$ cat config.mk
export PLATFORM = sky130hd
export DESIGN_NAME = ring_buffer_frame_deframer_unit
export DESIGN_NICKNAME = d
export VERILOG_FILES = /design/src/hdl/rbfd_pkg.sv /design/src/hdl/rbfd_ring.sv /design/src/hdl/ring_buffer_frame_deframer_unit.sv
export SDC_FILE = /design/constraint.sdc
export NUM_CORES = 2
export LEC_CHECK = 0
export ABC_CLOCK_PERIOD_IN_PS = 9800
export BUFFER_PORTS_ARGS = -buffer_cell sky130_fd_sc_hd__buf_2
export CORE_MARGIN = 2
export CORE_UTILIZATION = 55
export CTS_CLUSTER_DIAMETER = 60
export DETAILED_ROUTE_END_ITERATION = 16
export HOLD_SLACK_MARGIN = 0.12
export PLACE_DENSITY = 0.76
export SYNTH_ARGS = -nofsm -noshare
export SYNTH_HDL_FRONTEND = slang
export SYNTH_HIERARCHICAL = 1
export SYNTH_SLANG_ARGS = --single-unit
$ cat constraint.sdc
create_clock -name clock -period 9.8 [get_ports clock]
set_input_delay 1.47 -clock clock [delete_from_list [all_inputs] [get_ports clock]]
set_output_delay 1.47 -clock clock [all_outputs]
set_load 0.02 [all_outputs]
$ cat src/hdl/rbfd_pkg.sv
// Package with types and constants for the frame deframer.
package rbfd_pkg;
   localparam int RING_DEPTH = 128;
   localparam int PTR_W = $clog2(RING_DEPTH);
   localparam int MAX_FRAME = 64;
   localparam int LENGTH_OFFSET = 5;
   localparam int COMMAND_OFFSET = 9;
   localparam int MIN_UNREAD = 9;
   localparam int SEARCH_TAIL = 3;
   localparam int MIN_FRAME = 11;
   localparam int MIN_NEED = (LENGTH_OFFSET + 4 > MIN_UNREAD) ? LENGTH_OFFSET + 4 : MIN_UNREAD;
   localparam logic [31:0] SYNC_RESET = 32'h59485A53;
   localparam logic OP_STORE = 1'b0;
   localparam logic OP_POLL = 1'b1;
   localparam logic [1:0] REG_SYNC_WORD = 2'd0;

   typedef struct packed {
      logic       opcode;
      logic [7:0] rx_byte;
   } req_type;

   typedef struct packed {
      logic       status;
      logic [7:0] frame_byte;
      logic       last_byte;
      logic [7:0] command;
      logic [6:0] frame_length;
   } rsp_type;

   typedef struct packed {
      logic             rd_en;
      logic [PTR_W-1:0] rd_addr;
   } ring_rd_type;
endpackage

$ cat src/hdl/rbfd_ring.sv
// Byte ring store with one write port and one registered read port.
module rbfd_ring (
   input  logic                     clock,
   input  logic                     wr_en,
   input  logic [rbfd_pkg::PTR_W-1:0] wr_addr,
   input  logic [7:0]               wr_data,
   input  rbfd_pkg::ring_rd_type    rd,
   output logic [7:0]               rd_data
);
   import rbfd_pkg::*;
   logic [7:0] mem [RING_DEPTH];
   always_ff @(posedge clock) begin
      if (wr_en) begin
         mem[wr_addr] <= wr_data;
      end
      if (rd.rd_en) begin
         rd_data <= mem[rd.rd_addr];
      end
   end
endmodule

$ cat src/hdl/ring_buffer_frame_deframer_unit.sv
// Top level of the frame deframer: sequencer around a shared byte ring read port.
// A poll reads the ring one byte at a time through the single read port: sync
// search up to 4 reads per position, length 4 reads, checksum length reads, and
// delivery length reads.
// Reset is synchronous and clears the offsets, flags and the sync word to its default.
// Results are strobed for one cycle; the receiver cannot stall them.
module ring_buffer_frame_deframer_unit (
   input  logic                clock,
   input  logic                reset,
   input  logic                req_start,
   output logic                req_busy,
   input  rbfd_pkg::req_type   req_data,
   output logic                rsp_strobe,
   output rbfd_pkg::rsp_type   rsp_data,
   input  logic                csr_psel,
   input  logic                csr_penable,
   input  logic                csr_pwrite,
   input  logic [1:0]          csr_paddr,
   input  logic [31:0]         csr_pwdata,
   output logic [31:0]         csr_prdata,
   output logic                csr_pready
);
   import rbfd_pkg::*;

   typedef enum logic [6:0] {
      S_IDLE  = 7'b0000001,
      S_SYNC  = 7'b0000010,
      S_LEN   = 7'b0000100,
      S_SUM   = 7'b0001000,
      S_CMD   = 7'b0010000,
      S_SEND  = 7'b0100000,
      S_DONE  = 7'b1000000
   } state_type;

   state_type state_ff, state_in;
   logic [PTR_W-1:0] rd_off_ff, rd_off_in, wr_off_ff, wr_off_in;
   logic hdr_ff, hdr_in;
   logic [6:0] plen_ff, plen_in;
   logic [31:0] sync_ff, sync_in;
   logic [PTR_W:0] pos_ff, pos_in;
   logic [2:0] bi_ff, bi_in;
   logic [6:0] k_ff, k_in;
   logic [31:0] word_ff, word_in;
   logic [7:0] sum_ff, sum_in, cmd_ff, cmd_in;
   logic pend_ff, pend_in;
   logic strobe_ff, strobe_in;
   rsp_type rsp_ff, rsp_in;
   ring_rd_type rd;
   logic [7:0] rd_data;
   logic wr_en;
   logic [PTR_W:0] unread, need;
   logic [PTR_W-1:0] scan_base;

   rbfd_ring u_ring (
      .clock(clock), .wr_en(wr_en), .wr_addr(wr_off_ff), .wr_data(req_data.rx_byte),
      .rd(rd), .rd_data(rd_data)
   );

   assign req_busy = (state_ff != S_IDLE);
   assign wr_en = req_start && !req_busy && req_data.opcode == OP_STORE;
   assign unread = {1'b0, wr_off_ff - rd_off_ff};
   assign need = ({1'b0, 1'b0, plen_ff} > unread) ? '0 : unread;
   assign scan_base = rd_off_ff + pos_ff[PTR_W-1:0];
   assign csr_pready = 1'b1;
   assign csr_prdata = (csr_paddr == REG_SYNC_WORD) ? sync_ff : 32'd0;
   assign rsp_strobe = strobe_ff;
   assign rsp_data = rsp_ff;

   always_comb begin
      state_in = state_ff; rd_off_in = rd_off_ff; wr_off_in = wr_off_ff;
      hdr_in = hdr_ff; plen_in = plen_ff; sync_in = sync_ff;
      pos_in = pos_ff; bi_in = bi_ff; k_in = k_ff; word_in = word_ff;
      sum_in = sum_ff; cmd_in = cmd_ff; pend_in = 1'b0;
      strobe_in = 1'b0; rsp_in = rsp_ff;
      rd.rd_en = 1'b0; rd.rd_addr = rd_off_ff;
      if (csr_psel && csr_penable && csr_pwrite && csr_paddr == REG_SYNC_WORD) begin
         sync_in = csr_pwdata;
      end
      unique case (state_ff)
         S_IDLE: begin
            if (req_start) begin
               if (req_data.opcode == OP_STORE) begin
                  wr_off_in = wr_off_ff + 1'b1;
               end else if (need < (PTR_W+1)'(MIN_NEED)) begin
                  state_in = S_DONE;
               end else begin
                  pos_in = '0; bi_in = '0; word_in = '0;
                  state_in = hdr_ff ? (plen_ff == '0 ? S_LEN : S_SUM) : S_SYNC;
                  if (!hdr_ff || plen_ff == '0) begin
                     rd.rd_en = 1'b1;
                     rd.rd_addr = hdr_ff ? rd_off_ff + PTR_W'(LENGTH_OFFSET) : rd_off_ff;
                  end else begin
                     k_in = '0; sum_in = '0; rd.rd_en = 1'b1;
                  end
                  pend_in = 1'b1;
               end
            end
         end
         S_SYNC: begin
            // pend_ff marks that rd_data holds the byte asked for last cycle.
            if (pend_ff) begin
               word_in = {rd_data, word_ff[31:8]};
               bi_in = bi_ff + 1'b1;
               if (bi_ff == 3'd3) begin
                  if ({rd_data, word_ff[31:8]} == sync_ff) begin
                     hdr_in = 1'b1;
                     rd_off_in = scan_base;
                     if (need - pos_ff < (PTR_W+1)'(MIN_NEED)) begin
                        state_in = S_DONE;
                     end else begin
                        state_in = S_LEN; bi_in = '0; pend_in = 1'b1;
                        rd.rd_en = 1'b1; rd.rd_addr = scan_base + PTR_W'(LENGTH_OFFSET);
                     end
                  end else if (pos_ff + (PTR_W+1)'(SEARCH_TAIL + 1) >= need) begin
                     rd_off_in = rd_off_ff + PTR_W'(need - (PTR_W+1)'(SEARCH_TAIL));
                     state_in = S_DONE;
                  end else begin
                     pos_in = pos_ff + 1'b1; bi_in = '0; pend_in = 1'b1;
                     rd.rd_en = 1'b1; rd.rd_addr = scan_base + 1'b1;
                  end
               end else begin
                  pend_in = 1'b1; rd.rd_en = 1'b1;
                  rd.rd_addr = scan_base + PTR_W'(bi_ff + 3'd1);
               end
            end
         end
         S_LEN: begin
            if (pend_ff) begin
               word_in = {rd_data, word_ff[31:8]};
               bi_in = bi_ff + 1'b1;
               if (bi_ff == 3'd3) begin
                  if ({rd_data, word_ff[31:8]} < 32'(MIN_FRAME) ||
                      {rd_data, word_ff[31:8]} > 32'(MAX_FRAME)) begin
                     rd_off_in = rd_off_ff + 1'b1; hdr_in = 1'b0; plen_in = '0;
                     state_in = S_DONE;
                  end else begin
                     plen_in = word_ff[14:8];
                     if (need < {1'b0, word_ff[14:8]}) begin
                        state_in = S_DONE;
                     end else begin
                        state_in = S_SUM; k_in = '0; sum_in = '0; pend_in = 1'b1;
                        rd.rd_en = 1'b1;
                     end
                  end
               end else begin
                  pend_in = 1'b1; rd.rd_en = 1'b1;
                  rd.rd_addr = rd_off_ff + PTR_W'(LENGTH_OFFSET) + PTR_W'(bi_ff + 3'd1);
               end
            end
         end
         S_SUM: begin
            if (pend_ff) begin
               if (k_ff + 7'd1 == plen_ff) begin
                  if (sum_ff != rd_data) begin
                     rd_off_in = rd_off_ff + 1'b1; hdr_in = 1'b0; plen_in = '0;
                     state_in = S_DONE;
                  end else begin
                     state_in = S_CMD; pend_in = 1'b1; rd.rd_en = 1'b1;
                     rd.rd_addr = rd_off_ff + PTR_W'(COMMAND_OFFSET);
                  end
               end else begin
                  sum_in = sum_ff + rd_data; k_in = k_ff + 7'd1;
                  pend_in = 1'b1; rd.rd_en = 1'b1;
                  rd.rd_addr = rd_off_ff + PTR_W'(k_ff + 7'd1);
               end
            end
         end
         S_CMD: begin
            if (pend_ff) begin
               cmd_in = rd_data; k_in = '0; state_in = S_SEND;
               pend_in = 1'b1; rd.rd_en = 1'b1;
            end
         end
         S_SEND: begin
            strobe_in = 1'b1;
            rsp_in.status = 1'b1; rsp_in.frame_byte = rd_data;
            rsp_in.last_byte = (k_ff + 7'd1 == plen_ff);
            rsp_in.command = cmd_ff; rsp_in.frame_length = plen_ff;
            if (k_ff + 7'd1 == plen_ff) begin
               rd_off_in = rd_off_ff + PTR_W'(plen_ff);
               hdr_in = 1'b0; plen_in = '0; state_in = S_IDLE;
            end else begin
               k_in = k_ff + 7'd1; pend_in = 1'b1; rd.rd_en = 1'b1;
               rd.rd_addr = rd_off_ff + PTR_W'(k_ff + 7'd1);
            end
         end
         S_DONE: begin
            strobe_in = 1'b1;
            rsp_in = '{status: 1'b0, frame_byte: 8'd0, last_byte: 1'b1,
                       command: 8'd0, frame_length: 7'd0};
            state_in = S_IDLE;
         end
         default: state_in = S_IDLE;
      endcase
   end

   always_ff @(posedge clock) begin
      if (reset) begin
         state_ff <= S_IDLE; rd_off_ff <= '0; wr_off_ff <= '0; hdr_ff <= 1'b0;
         plen_ff <= '0; sync_ff <= SYNC_RESET; pend_ff <= 1'b0; strobe_ff <= 1'b0;
      end else begin
         state_ff <= state_in; rd_off_ff <= rd_off_in; wr_off_ff <= wr_off_in;
         hdr_ff <= hdr_in; plen_ff <= plen_in; sync_ff <= sync_in;
         pend_ff <= pend_in; strobe_ff <= strobe_in;
      end
      pos_ff <= pos_in; bi_ff <= bi_in; k_ff <= k_in; word_ff <= word_in;
      sum_ff <= sum_in; cmd_ff <= cmd_in; rsp_ff <= rsp_in;
   end

`ifndef SYNTH
   a_store_only_idle: assert property (@(posedge clock) disable iff (reset)
      wr_en |-> state_ff == S_IDLE) else $error("store while busy");
   a_strobe_from_out: assert property (@(posedge clock) disable iff (reset)
      rsp_strobe |-> $past(state_ff) == S_SEND || $past(state_ff) == S_DONE)
      else $error("stray result strobe");
   a_last_ends: assert property (@(posedge clock) disable iff (reset)
      rsp_strobe && rsp_data.last_byte |-> !req_busy) else $error("busy after last item");
   a_nf_zero: assert property (@(posedge clock) disable iff (reset)
      rsp_strobe && !rsp_data.status |-> rsp_data.frame_length == 7'd0)
      else $error("no-frame result with length");
`endif
endmodule

==> key figures <==
GRT
  • Largest net degree at the start of global routing: 93
  • Vias in the first global route: 28140
  • Initial antenna violation count: 1
  • Gr usage total: 26.71%
  • Grt ovf: 0
  • Global-route wire length before repair: 185.6 mm

Timing
  • Setup TNS: 0 ns
  • Final hold violations: 0
  • Worst Tran Pin Value: approximately 1.2 ns
  • Pins Over Slew Limit: 0
  • Fmax: 108.8 MHz
  • # setup viols final: 0
  • Fin crit period: 9.189 ns
  • Final Skew: 0.06983 ns
  • Fin crit share: roughly 94%
  • RSZ-0062 raised after global routing: no
  • Slew headroom: 18.11%
  • Min Hold Slack: 0.4688 ns

Floorplanning
  • Ports: 109
  • Core ar.: slightly above 0.09 mm2
  • Initial core utilization: between 50 and 60%
  • Full die area: 0.09448 mm2
  • Num rows: 111
  • Overall die width: 307.4 um
  • Die Y: 307.4 um

Detailed routing
  • Via/cell ratio: between 6 and 7
  • DR DRC count: 0
  • Iteration-0 DRC Markers: 3291
  • DR vias: 28000
  • Post-route ant nets: 0
  • TritonRoute pass-1 iters: 6
  • Wire per inst: 28.89 um
  • WL final: 124.8 mm

Yosys
  • Synth Warn #: 6
  • Most common cell in the netlist: edfxtp_1
  • Post-synth ARST share: 0%
  • Synth Register Bits: between 1000 and 1500
  • Post-Syn Instances: 2866
  • Post-synth top flop: edfxtp_1
  • Avg Inst Size Synth: 17.66 um2
  • Post-synth EDFFs: 1115
  • Cell variety after synth: 81
  • Synth top cells by count: edfxtp_1 (1115), mux4_2 (336), nor2_1 (227), nand2_1 (140), and2_1 (92)
  • Post-synth top area cell: edfxtp_1
  • Register area share after synthesis: 68.63%
  • Top cell type's share of synthesized area: about two thirds
  • Mapped Area: just over 0.05 mm2
  • Synth top area cells: edfxtp_1 (66%), mux4_2 (15%), dfxtp_1 (2.5%)
  • Syn_nets: ~3000

Worst setup path
  • CP max stage delay: about 0.6 ns
  • Worst path required time: 10.27 ns
  • CP Launch Type: flop
  • WP data arrival: 9.66 ns
  • WS Path Type: flop to flop
  • Crit-path slowest cell: mux4_2
  • Critical Path Sink Type: flop
  • Crit path max fanout: 37

Clock tree
  • Total CTS buffers: between 100 and 150
  • CTS tree: yes
  • Clk Latency, worst-skew pair: 0.72 ns
  • H-tree Lvls: 3
  • CTS sink cnt: around 1200
  • Hold_buf cts: 0
  • Clk pin slew, worst setup/hold paths: 0.06 ns
  • Postcts setup bufs: 0
  • Clock root cell: clkbuf_16
  • CTS max path bufs: 3
  • Post-cts resize count: 0

Worst hold path
  • Worst Hold Class: flop to flop

Run
  • Max cap viols: 0

Power and ir drop
  • Leakage: 18.48 nW
  • Areal power density over the cells: about 290 mW/mm2
  • Peak VDD IR: 0.0002578 V
  • Tot Pwr: 16.24 mW

Layout
  • Nets@finish: 3176
  • Area Growth Syn to Fin: 12.05%
  • Share of layout cells above drive strength 1: 23.32%
  • N_diodes: 0
  • Non-filler instance count after layout: roughly 4300

Placed design
  • Hpwl dp: 79.66 mm
  • IO Port Bufs: around 110
  • Placer Congestion: 0.9258
  • Placed Instances: 4103

Status
  • Status: completed
state kept, by name (all words and copies together), names as in the netlist, 8 cells and up:
register / flops
u_ring/mem: 1024
pos_ff: 8
cmd_ff: 8
sync_ff: 32
sum_ff: 8
word_ff: 24
u_ring/rd_data: 8
rsp_data: 25
per-stage QoR:
stage	util [%]	area [um2]	setup WS (ns)
after global placement	57.92	52930	0.8073
after CTS	62.07	56720	0.6257
after detailed placement	57.92	52930	0.6340
after global routing	62.07	56720	0.05877
final	62.07	56720	0.6106
after floorplan	-	50620	1.336
cells in the final DEF, fill, tap and decap left out, types with 48 or more instances in the layout:
cell type	n
dfxtp_1	63
and2_1	92
nor2_1	227
nand2_1	140
clkbuf_16	115
buf_2	99
inv_1	67
mux4_2	336
buf_4	73
xnor2_1	84
a21oi_1	82
nand3_1	48
edfxtp_1	1115
ha_1	84
final timing paths:
check | start | endpoint | slack [ns] | depth (start not counted)
max | rd_off_ff[1]$_SDFFE_PP0P_ | u_ring/rd_data[5]$_DFFE_PP_ | 0.61 | 31
min reg2reg | cmd_ff[7]$_DFFE_PP_ | rsp_data[14]$_SDFFCE_PP0P_ | 0.47 | 1
min | cmd_ff[7]$_DFFE_PP_ | rsp_data[14]$_SDFFCE_PP0P_ | 0.47 | 1
max reg2reg | rd_off_ff[1]$_SDFFE_PP0P_ | u_ring/rd_data[5]$_DFFE_PP_ | 0.61 | 31
power breakdown:
group	internal [mW]	total (mW)	switching (mW)
sequential	5.60	5.65	0.0520
clock	2.49	4.40	1.91
combinational	3.08	6.19	3.11
cells by family after synthesis:
| group | Yosys count | synth area share, % |
|---|---|---|
| adders and majority gates | 95 | 2.472 |
| and+or+nand+nor | 646 | 6.214 |
| DFF | 1178 | 68.63 |
| muxes | 364 | 15.53 |
| buffers and inverters | 205 | 1.688 |
| AOI/OAI and AO/OA | 263 | 3.428 |
| other | 1 | 0.007408 |
| xor gates and xnor gates | 114 | 2.027 |
critical path: cells and delay by family, from the launching register on:
family          cells  cell delay (ns)
flops               1             0.33
simple gates        9             1.92
fa+ha+maj           3             1.00
mux                 5             2.40
compound gates      8             2.06
buf+inv             6             1.22
final cells by class:
class,count,area (um2)
Inverter,68,255.2
Timing Repair Buffer,188,1364
Multi-Input combinational cell,1483,15090
Clock buffer,135,2953
Fill cell,6200,34660
Tap cell,1186,1484
Sequential cell,1178,34740
Clock inverter,83,838.3
per-layer routing:
layer  track usage [%]  part of all wire [%]  vias up
met3             5.237                   9.3      274
met1             35.78                    37    14380
met5                 0                     0        -
li1                  -                     -    11750
met2             44.11                    50     1594
met4             9.529                   3.7        0
Power figures use the tool's default switching activity.
